$ cat config.mk
export PLATFORM = sky130hd
export DESIGN_NAME = spi_flash_command_sequencer_top
export DESIGN_NICKNAME = d
export VERILOG_FILES = /design/src/design/sfcs_pkg.sv /design/src/design/sfcs_core.sv /design/src/design/sfcs_out_queue.sv /design/src/design/spi_flash_command_sequencer_top.sv
export SDC_FILE = /design/constraint.sdc
export NUM_CORES = 1
export LEC_CHECK = 0
export ABC_AREA = 1
export BUFFER_PORTS_ARGS = -buffer_cell sky130_fd_sc_hd__buf_2
export CELL_PAD_IN_SITES_DETAIL_PLACEMENT = 1
export CELL_PAD_IN_SITES_GLOBAL_PLACEMENT = 1
export CORE_UTILIZATION = 42
export CTS_BUF_LIST = sky130_fd_sc_hd__clkbuf_8
export CTS_CLUSTER_SIZE = 25
export DETAILED_ROUTE_END_ITERATION = 7
export PLACE_DENSITY_LB_ADDON = 0.12
export SYNTH_ARGS = -nofsm -noshare
export SYNTH_HDL_FRONTEND = slang
export SYNTH_SLANG_ARGS = --single-unit
$ cat constraint.sdc
create_clock -name clk_i -period 3.3 [get_ports clk_i]
set_input_delay 0.495 -clock clk_i [delete_from_list [all_inputs] [get_ports clk_i]]
set_output_delay 0.495 -clock clk_i [all_outputs]
set_load 0.01 [all_outputs]
$ cat src/design/sfcs_pkg.sv
// Package of types, opcodes and constants shared by the SPI flash command sequencer.
package sfcs_pkg;

  localparam int unsigned BUFFER_BYTES = 260;
  localparam int unsigned PAGE_BYTES   = 256;

  localparam int unsigned LEN_W = 9;
  localparam int unsigned LEN_MASK = (1 << LEN_W) - 1;

  localparam logic [LEN_W-1:0] LEN_READ   = LEN_W'((PAGE_BYTES + 4) & LEN_MASK);
  localparam logic [LEN_W-1:0] LEN_WRITE  = LEN_W'(BUFFER_BYTES & LEN_MASK);
  localparam logic [LEN_W-1:0] LEN_ERASE  = LEN_W'(4);
  localparam logic [LEN_W-1:0] LEN_STATUS = LEN_W'(2);
  localparam logic [LEN_W-1:0] LEN_JEDEC  = LEN_W'(4);
  localparam logic [LEN_W-1:0] LEN_SHORT  = LEN_W'(1);

  localparam logic [7:0] CMD_WRITE  = 8'h02;
  localparam logic [7:0] CMD_READ   = 8'h03;
  localparam logic [7:0] CMD_STATUS = 8'h05;
  localparam logic [7:0] CMD_WREN   = 8'h06;
  localparam logic [7:0] CMD_ERASE  = 8'h20;
  localparam logic [7:0] CMD_JEDEC  = 8'h9f;
  localparam logic [7:0] CMD_UP     = 8'hab;
  localparam logic [7:0] CMD_DOWN   = 8'hb9;

  localparam logic [7:0] SR_WEL = 8'h01 << 1;
  localparam logic [7:0] SR_WIP = 8'h01 << 0;

  localparam logic [5:0] PH_WEL_ERASE   = 6'h01;
  localparam logic [5:0] PH_WEL_WRITE   = 6'h02;
  localparam logic [5:0] PH_WAIT_ERASE  = 6'h04;
  localparam logic [5:0] PH_WAIT_WRITE  = 6'h08;
  localparam logic [5:0] PH_START_WRITE = 6'h10;
  localparam logic [5:0] PH_START_ERASE = 6'h20;

  typedef enum logic [3:0] {
    REQ_READ      = 4'd0,
    REQ_WRITE     = 4'd1,
    REQ_ERASE     = 4'd2,
    REQ_STATUS    = 4'd3,
    REQ_JEDEC     = 4'd4,
    REQ_POWERUP   = 4'd5,
    REQ_POWERDOWN = 4'd6,
    REQ_TICK      = 4'd7,
    REQ_XFER_DONE = 4'd8,
    REQ_POLL      = 4'd9
  } request_e;

  typedef enum logic [3:0] {
    EV_NONE       = 4'd0,
    EV_SEND       = 4'd1,
    EV_REJECTED   = 4'd2,
    EV_READ_DONE  = 4'd3,
    EV_STATUS     = 4'd4,
    EV_WRITE_DONE = 4'd5,
    EV_ERASE_DONE = 4'd6,
    EV_ID         = 4'd7,
    EV_UP         = 4'd8,
    EV_DOWN       = 4'd9
  } event_e;

  typedef struct packed {
    logic [3:0]  operation;
    logic [23:0] flash_address;
    logic [7:0]  rx_byte1;
    logic [7:0]  rx_byte2;
    logic [7:0]  rx_byte3;
  } in_word_t;

  typedef struct packed {
    logic [3:0]       event_kind;
    logic [7:0]       command_opcode;
    logic [23:0]      command_address;
    logic [LEN_W-1:0] transfer_length;
    logic [7:0]       status_value;
    logic [7:0]       manufacturer_id;
    logic [15:0]      device_id;
    logic             creset_level;
    logic             last_result;
  } out_word_t;

  typedef struct packed {
    logic [7:0]  current_opcode;
    logic        bus_busy;
    logic        parked_valid;
    logic        parked_is_write;
    logic [23:0] parked_address;
    logic [5:0]  phase_flags;
    logic        poll_timer_on;
    logic        tick_seen;
    logic        reset_pin;
  } seq_state_t;

  typedef struct packed {
    logic [1:0] count;
    out_word_t  first;
    out_word_t  second;
  } result_pair_t;

endpackage

$ cat src/design/sfcs_core.sv
// Sequencer state and the single-pass decision logic that turns one word into its results.
module sfcs_core (
  input  logic                 clk_i,
  input  logic                 rst_ni,
  input  logic                 step_i,
  input  sfcs_pkg::in_word_t   word_i,
  output sfcs_pkg::result_pair_t res_o
);
  import sfcs_pkg::*;

  seq_state_t st_q, st_d;
  out_word_t  r0, r1;
  logic [1:0] n;

  function automatic out_word_t mk_event(logic [3:0] kind);
    out_word_t w;
    w = '0;
    w.event_kind = kind;
    return w;
  endfunction

  function automatic out_word_t mk_send(logic [7:0] opc, logic [23:0] addr,
                                       logic [LEN_W-1:0] len);
    out_word_t w;
    w = '0;
    w.event_kind      = EV_SEND;
    w.command_opcode  = opc;
    w.command_address = addr;
    w.transfer_length = len;
    return w;
  endfunction

  always_comb begin
    st_d = st_q;
    r0   = '0;
    r1   = '0;
    n    = 2'd0;
    case (word_i.operation)
      REQ_READ, REQ_STATUS, REQ_JEDEC, REQ_POWERUP, REQ_POWERDOWN: begin
        if (st_q.bus_busy) begin
          r0 = mk_event(EV_REJECTED);
        end else begin
          st_d.bus_busy = 1'b1;
          case (word_i.operation)
            REQ_READ:   r0 = mk_send(CMD_READ, word_i.flash_address, LEN_READ);
            REQ_STATUS: r0 = mk_send(CMD_STATUS, '0, LEN_STATUS);
            REQ_JEDEC:  r0 = mk_send(CMD_JEDEC, '0, LEN_JEDEC);
            REQ_POWERUP: begin
              st_d.reset_pin = 1'b0;
              r0 = mk_send(CMD_UP, '0, LEN_SHORT);
            end
            default:    r0 = mk_send(CMD_DOWN, '0, LEN_SHORT);
          endcase
          st_d.current_opcode = r0.command_opcode;
        end
        n = 2'd1;
      end
      REQ_WRITE, REQ_ERASE: begin
        if (st_q.bus_busy || st_q.parked_valid) begin
          r0 = mk_event(EV_REJECTED);
        end else begin
          st_d.parked_valid    = 1'b1;
          st_d.parked_is_write = (word_i.operation == REQ_WRITE);
          st_d.parked_address  = word_i.flash_address;
          st_d.phase_flags     = st_q.phase_flags |
              ((word_i.operation == REQ_WRITE) ? PH_WEL_WRITE : PH_WEL_ERASE);
          st_d.bus_busy        = 1'b1;
          st_d.current_opcode  = CMD_WREN;
          r0 = mk_send(CMD_WREN, '0, LEN_SHORT);
        end
        n = 2'd1;
      end
      REQ_TICK: begin
        if (st_q.poll_timer_on) begin
          st_d.tick_seen = 1'b1;
        end
      end
      REQ_XFER_DONE: begin
        if (st_q.bus_busy) begin
          st_d.bus_busy = 1'b0;
          case (st_q.current_opcode)
            CMD_READ: begin
              r0 = mk_event(EV_READ_DONE);
              n  = 2'd1;
            end
            CMD_STATUS: begin
              r1 = mk_event(EV_STATUS);
              r1.status_value = word_i.rx_byte1;
              n  = 2'd1;
              if (|(st_q.phase_flags & PH_WEL_ERASE) && |(word_i.rx_byte1 & SR_WEL)) begin
                st_d.phase_flags = (st_q.phase_flags & ~PH_WEL_ERASE) | PH_START_ERASE;
              end else if (|(st_q.phase_flags & PH_WEL_WRITE) &&
                           |(word_i.rx_byte1 & SR_WEL)) begin
                st_d.phase_flags = (st_q.phase_flags & ~PH_WEL_WRITE) | PH_START_WRITE;
              end else if (|(st_q.phase_flags & PH_WAIT_ERASE) &&
                           !(|(word_i.rx_byte1 & SR_WIP))) begin
                st_d.phase_flags   = st_q.phase_flags & ~PH_WAIT_ERASE;
                st_d.poll_timer_on = 1'b0;
                st_d.parked_valid  = 1'b0;
                r0 = mk_event(EV_ERASE_DONE);
                n  = 2'd2;
              end else if (|(st_q.phase_flags & PH_WAIT_WRITE) &&
                           !(|(word_i.rx_byte1 & SR_WIP))) begin
                st_d.phase_flags   = st_q.phase_flags & ~PH_WAIT_WRITE;
                st_d.poll_timer_on = 1'b0;
                st_d.parked_valid  = 1'b0;
                r0 = mk_event(EV_WRITE_DONE);
                n  = 2'd2;
              end
              if (n == 2'd1) begin
                r0 = r1;
              end
            end
            CMD_WREN: begin
              st_d.poll_timer_on = 1'b1;
            end
            CMD_JEDEC: begin
              r0 = mk_event(EV_ID);
              r0.manufacturer_id = word_i.rx_byte1;
              r0.device_id       = {word_i.rx_byte2, word_i.rx_byte3};
              n  = 2'd1;
            end
            CMD_UP: begin
              r0 = mk_event(EV_UP);
              n  = 2'd1;
            end
            CMD_DOWN: begin
              st_d.reset_pin = 1'b1;
              r0 = mk_event(EV_DOWN);
              n  = 2'd1;
            end
            default: begin
            end
          endcase
        end
      end
      REQ_POLL: begin
        if (|(st_q.phase_flags & (PH_START_ERASE | PH_START_WRITE))) begin
          if (!st_q.bus_busy) begin
            st_d.bus_busy = 1'b1;
            n = 2'd1;
            if (|(st_q.phase_flags & PH_START_ERASE)) begin
              st_d.phase_flags    = (st_q.phase_flags & ~PH_START_ERASE) | PH_WAIT_ERASE;
              st_d.current_opcode = CMD_ERASE;
              r0 = mk_send(CMD_ERASE, st_q.parked_address, LEN_ERASE);
            end else begin
              st_d.phase_flags    = (st_q.phase_flags & ~PH_START_WRITE) | PH_WAIT_WRITE;
              st_d.current_opcode = CMD_WRITE;
              r0 = mk_send(CMD_WRITE, st_q.parked_address, LEN_WRITE);
            end
          end
        end else if (st_q.tick_seen) begin
          st_d.tick_seen = 1'b0;
          if (!st_q.bus_busy) begin
            st_d.bus_busy       = 1'b1;
            st_d.current_opcode = CMD_STATUS;
            r0 = mk_send(CMD_STATUS, '0, LEN_STATUS);
            n  = 2'd1;
          end
        end
      end
      default: begin
      end
    endcase

    if (n == 2'd0) begin
      r0 = mk_event(EV_NONE);
      n  = 2'd1;
    end
    r0.creset_level = st_d.reset_pin;
    r1.creset_level = st_d.reset_pin;
    r0.last_result  = (n == 2'd1);
    r1.last_result  = 1'b1;

    res_o.count  = step_i ? n : 2'd0;
    res_o.first  = r0;
    res_o.second = r1;
  end

  always_ff @(posedge clk_i or negedge rst_ni) begin
    if (!rst_ni) begin
      st_q <= '{reset_pin: 1'b1, default: '0};
    end else if (step_i) begin
      st_q <= st_d;
    end
  end

endmodule

$ cat src/design/sfcs_out_queue.sv
// Four-entry result queue; takes up to two words a cycle, pops one when ready.
module sfcs_out_queue (
  input  logic                   clk_i,
  input  logic                   rst_ni,
  input  sfcs_pkg::result_pair_t push_i,
  output logic                   room_o,
  output logic                   out_valid_o,
  input  logic                   out_ready_i,
  output sfcs_pkg::out_word_t    out_word_o
);
  import sfcs_pkg::*;

  out_word_t  mem_q [4];
  logic [1:0] wr_q, rd_q;
  logic [2:0] cnt_q, cnt_d;
  logic       pop;

  assign pop         = out_valid_o && out_ready_i;
  assign out_valid_o = (cnt_q != 3'd0);
  assign out_word_o  = mem_q[rd_q];
  assign room_o      = (cnt_q <= 3'd2);
  assign cnt_d       = cnt_q + {1'b0, push_i.count} - {2'b00, pop};

  always_ff @(posedge clk_i) begin
    if (push_i.count != 2'd0) begin
      mem_q[wr_q] <= push_i.first;
    end
    if (push_i.count == 2'd2) begin
      mem_q[wr_q + 2'd1] <= push_i.second;
    end
  end

  always_ff @(posedge clk_i or negedge rst_ni) begin
    if (!rst_ni) begin
      wr_q  <= '0;
      rd_q  <= '0;
      cnt_q <= '0;
    end else begin
      wr_q  <= wr_q + push_i.count;
      rd_q  <= rd_q + {1'b0, pop};
      cnt_q <= cnt_d;
    end
  end

endmodule

$ cat src/design/spi_flash_command_sequencer_top.sv
// Top level of the SPI flash command sequencer: input register, decision core and result queue.
// One word is accepted per clock cycle while the queue has room. An accepted word is held in the input
// register until the queue has room, is then resolved in a single pass against the sequencer state,
// and its one or two results are written into a four-entry queue, from which the first is offered.
// A finished status read that completes a write or erase yields two results, so the output
// side hands out two words for it; the input keeps flowing while the queue has room for two words.
module spi_flash_command_sequencer_top (
  input  logic                clk_i,
  input  logic                rst_ni,
  input  logic                in_valid_i,
  output logic                in_ready_o,
  input  sfcs_pkg::in_word_t  in_word_i,
  output logic                out_valid_o,
  input  logic                out_ready_i,
  output sfcs_pkg::out_word_t out_word_o
);
  import sfcs_pkg::*;

  in_word_t     in_q;
  logic         in_valid_q;
  logic         room;
  logic         step;
  result_pair_t res;

  assign step       = in_valid_q && room;
  assign in_ready_o = !in_valid_q || step;

  always_ff @(posedge clk_i) begin
    if (in_valid_i && in_ready_o) begin
      in_q <= in_word_i;
    end
  end

  always_ff @(posedge clk_i or negedge rst_ni) begin
    if (!rst_ni) begin
      in_valid_q <= 1'b0;
    end else if (in_ready_o) begin
      in_valid_q <= in_valid_i;
    end
  end

  sfcs_core u_core (
    .clk_i  (clk_i),
    .rst_ni (rst_ni),
    .step_i (step),
    .word_i (in_q),
    .res_o  (res)
  );

  sfcs_out_queue u_queue (
    .clk_i       (clk_i),
    .rst_ni      (rst_ni),
    .push_i      (res),
    .room_o      (room),
    .out_valid_o (out_valid_o),
    .out_ready_i (out_ready_i),
    .out_word_o  (out_word_o)
  );

endmodule

# Word-level counts from Yosys, hierarchy flattened
# Memories as Yosys holds them, arrays and structs flattened.
# Index checks and enable logic that the tools add are counted.
[word_totals]
ff_bits = 104
ram_bits = 316
n_memories = 1
[classes]
n_addsub = 5
magnitude_cmp = 1
eq_ne = 40
mux = 77
bitwise_logic = 3
reduce_logical = 38
[mem_list]
columns = ["name", "words", "word_bits", "rd", "rd_ports_with_merged_regs", "wr", "line_no", "text"]
rows = [
  ["u_queue.mem_q", 4, 79, 1, 0, 2, "sfcs_out_queue.sv:13", "out_word_t mem_q [4];"],
]
[op_table]
columns = ["op", "count"]
rows = [
  ["$mux 79", 12],
  ["$pmux 79 s5", 1],
  ["$pmux 79 s4", 1],
  ["$pmux 75 s4", 1],
  ["$mux 78", 2],
  ["$mux 77", 1],
  ["$mux 76", 1],
  ["$mux 73", 1],
  ["$mux 9", 5],
  ["$mux 41", 1],
  ["$mux 6", 6],
  ["$eq 8x8->1 const B", 3],
  ["$mux 2", 12],
  ["$pmux 8 s3", 1],
  ["$reduce_and 8->1", 3],
  ["$ne 2x2->1 const B", 11],
  ["$mux 1", 20],
  ["$pmux 6 s3", 1],
  ["$eq 4x3->1 const B", 4],
  ["$eq 8x3->1 const B", 2],
  ["$ne 2x1->1 const B", 8],
  ["$mux 7", 2],
  ["$reduce_and 7->1", 2],
  ["$reduce_and 12->1", 1],
  ["37 further kinds", 62],
]

# Depth between registers and ports, before layout
[logic_depth]
word_depth = 18
ltp_mapped = 13
mapped_depth_nobuf = 12

# Modules after synthesis
# From an unflattened synthesis, not the netlist that was laid out.
[hier_totals]
hier_cells = 2340
area_unflattened_um2 = 21618.2
[modules_own_cells]
columns = ["mod", "instances", "cells_per_inst", "area_each_um2"]
rows = [
  ["sfcs_out_queue", 1, 1683, 16128.0],
  ["sfcs_core", 1, 597, 3876.2],
  ["spi_flash_command_sequencer_top", 1, 60, 1614.0],
]

# Worst setup path before layout
# Ideal clock, no wire load.
[synth_path]
path_type = "reg-to-reg"
startpoint = "register u_queue.cnt_q[2]"
endpoint = "register in_q[0] (netlist name), enable pin"
setup_time_ns = 0.479
arrival_time_ns = 3.084
required_time_ns = 2.821
path_slack_ns = -0.263
path_stages_with_launch = 4
path_buffers = 0
path_cell_list = "dfrtp_1 -> inv_1 -> nand2_1 -> a21oi_1"
[synth_via]
elab_chain_cells = 4
[synth_rtl]
columns = ["element", "line_no", "text"]
rows = [
  ["start: declaration", "sfcs_out_queue.sv:15", "logic [2:0] cnt_q, cnt_d;"],
  ["start signal: assignment", "sfcs_out_queue.sv:41", "cnt_q <= cnt_d;"],
  ["$le 3x2->1", "sfcs_out_queue.sv:21", "assign room_o = (cnt_q <= 3'd2);"],
  ["$logic_and 1x1->1", "spi_flash_command_sequencer_top.sv:25", "assign step = in_valid_q && room;"],
  ["$logic_or 1x1->1", "spi_flash_command_sequencer_top.sv:26", "assign in_ready_o = !in_valid_q || step;"],
  ["$logic_and 1x1->1", "spi_flash_command_sequencer_top.sv:29", "if (in_valid_i && in_ready_o) begin"],
  ["end signal: assignment", "spi_flash_command_sequencer_top.sv:30", "in_q <= in_word_i;"],
  ["end: declaration", "spi_flash_command_sequencer_top.sv:19", "in_word_t in_q;"],
]
# Every way passes these cells.
# A chain may end at the register's enable or synchronous reset.

==> results.ini <==
[sta]
min_period_ns=3.09
setup_tns_ns=0
hold_viol=0
tightest_slew_ns=0.967
skew_ns=0.0291
setup_viol=0
finalMaxSlewViolations=0
slew_headroom_pct=35.4
finalCritPeriodShare_pct=93.6
timing.final.ws_setup_ns=0.212
holdWs_ns=0.0377
rsz0062_at_grt=no
max_freq_mhz=324

[setup_path]
path_class=flip-flop to output pin
worstSetupStartpointType=flip-flop
critPathMaxFanout=73
worst_setup_path_end_kind=output pin
crit_arrival_ns=2.59
required_ns=2.80

[detailed_routing]
drtAntennaViolNets=0
dr.pass1.iters=5
wl_per_cell_microns=19.1
num_vias=14800
drt_wl_total_mm=53.6
drc_errors=0
via_per_inst=5.27
first_iter_violations=806

[cts]
postCtsSetupRepairBufs=0
htree_levels=3
clkSinkCount=389
cts-root-buf=clkbuf_8
clock_path_buffers=3
cts_tree=done
insertion_delay_ns=0.64
cts_buffers=71
clkTransAtPathRegs_ns=0.06

[pwr]
internal-power_mw=10.2
share_comb_of_total_power_pct=37.8
p_clk_share_pct=25.1
power.density_nw_per_um2=910
p_seq_share_pct=37.1
vdd_drop_max_v=0.000672
p_leak_nw=8.35
switching_share_pct=41.3
report.power.total_mw=17.4
p_switching_mw=7.20

[synthesis]
seq_area_frac_synth_pct=54.5
syn_area_per_cell_sq_um=7.85
synth_cell_type_count=43
syn_area_sq_um=16400
synth-seq-cells=389
ys_warn_count=0
synthCells=2093

[global_routing]
grtUsageTotal_pct=27.2
antenna_found_initial=1
gr-total-overflow=0
grt_pass1_vias=15000
grt_max_degree=146
grt_pass1_wl_mm=83.3

[floorplanning]
rows=72
die_h_microns=200
die_w_microns=200
design.core.area_sq_um=38600
initial_core_util_pct=42.5
io-pin-count=137
die_area_sq_um=39900

[placement]
placed_area_sq_um=17700
place_congestion=0.856
numPortBuffers=130
place_worst_setup_slack_ns=0.520
post-dp-hpwl_mm=33.7
place_inst=2671

[layout]
area_delta_synth_final_pct=16.6
final_cells=2808
antenna_cells=0
nets=2296
final_cell_mix=nand2_1, o21ai_0, dfxtp_1
mostFrequentLayoutCell=nand2_1
fin_util_pct=49.6
design_area_sq_um=19200
drive_above_1_share_pct=13.9

[min_path]
holdCritPathClass=input pin to flip-flop

[job]
maxCapViolCount=0

[run_status]
status=complete, no violations

==> registers in the layout, summed over array words and instances (netlist names) <==
name and flops:
u_queue.mem_q 288, in_q 52, u_core.st_q 41, u_queue.cnt_q 3
u_queue.rd_q 2, u_queue.wr_q 2, in_valid_q 1
==> metal layers <==
metal  global-route usage, %  vias to the layer above  share of wire [%]
li1                        -                     7131                  -
met4                    9.56                        2                2.5
met3                    5.11                      105                4.9
met5                       0                        -              0.015
met2                    44.1                      343                 46
met1                    36.2                     7224                 46
==> what timing repair did <==
item                                   in CTS  in global routing
hold buffers                                7                  1
endpoints found under the hold margin      19                  1
gates resized for setup                     0                  0
==> worst max-delay path: stages, from the launching register on <==
cell and delay [ns]:
dfrtp_2 0.37, buf_4 0.74, o21ai_0 0.23, o22ai_1 0.39
buf_2 0.22
==> synth_stat cells (all sizes together) <==
cell / count / share of area, %
nand2: 698 / 16
o21ai: 353 / 11
dfxtp: 248 / 30
nor2: 242 / 5.9
inv: 107 / 2.4
edfxtp: 92 / 17
clkbuf: 83 / 1.9
o22ai: 74 / 2.8
dfrtp: 48 / 7.3
buf: 39 / 1.3
nand3: 27 / 0.88
a21oi: 26 / 0.86
nand4: 21 / 0.80
nor3: 8 / 0.30
ha: 5 / 0.38
o211ai: 3 / 0.14
xor2: 3 / 0.16
clkinv: 2 / 0.046
nand3b: 2 / 0.091
xnor2: 2 / 0.11
a211oi: 1 / 0.046
a21boi: 1 / 0.046
a22oi: 1 / 0.046
a31oi: 1 / 0.038
and2: 1 / 0.038
conb: 1 / 0.023
dfstp: 1 / 0.16
fa: 1 / 0.12
o21a: 1 / 0.046
o21bai: 1 / 0.046
==> power by group through the flow <==
stage                     clock network [mW]  logic (mW)  registers, mW
after CTS                               4.49        6.64           6.45
after global placement                     0        6.47           6.49
after detailed placement                   0        6.61           6.54
after global routing                    4.72        7.27           6.56
final                                   4.38        6.60           6.47
after floorplan                            0        3.97           6.37
==> logic make-up after synthesis <==
family | after synthesis | share of synthesized area, %
AND/OR/NAND/NOR | 999 | 24.2
XOR/XNOR | 5 | 0.266
AO/OA/AOI/OAI | 462 | 14.8
buffers and inverters | 231 | 5.72
other | 1 | 0.0228
flip-flops | 389 | 54.5
adder cells (fa/ha/maj) | 6 | 0.502
==> final cells by class <==
type,count,area (sq um)
clock buffers,84,1160
clock inverters,45,210
fillers,4743,19500
inverters,109,412
multi-input cells,1478,6600
flip-flops and latches,389,8960
well taps,518,648
repair buffers,185,1180
==> worst paths after layout <==
| path | start | to | slack (ns) | cells past startpoint |
|---|---|---|---|---|
| worst min register to register | u_queue.mem_q[1][52] | u_queue.mem_q[1][52] | 0.44 | 2 |
| max in group asynchronous | rst_ni | u_core.st_q[0] | 2.23 | 3 |
| min in group asynchronous | rst_ni | u_core.st_q[18] | 0.31 | 2 |
| worst max register to register | in_q[17] | u_queue.cnt_q[2] | 0.48 | 11 |
| worst max-delay path | u_queue.rd_q[1] | out_word_o[1] | 0.21 | 4 |
| worst min-delay path | in_word_i[40] | in_q[40] | 0.04 | 1 |
Note: power is estimated with default switching activity, not from simulation.
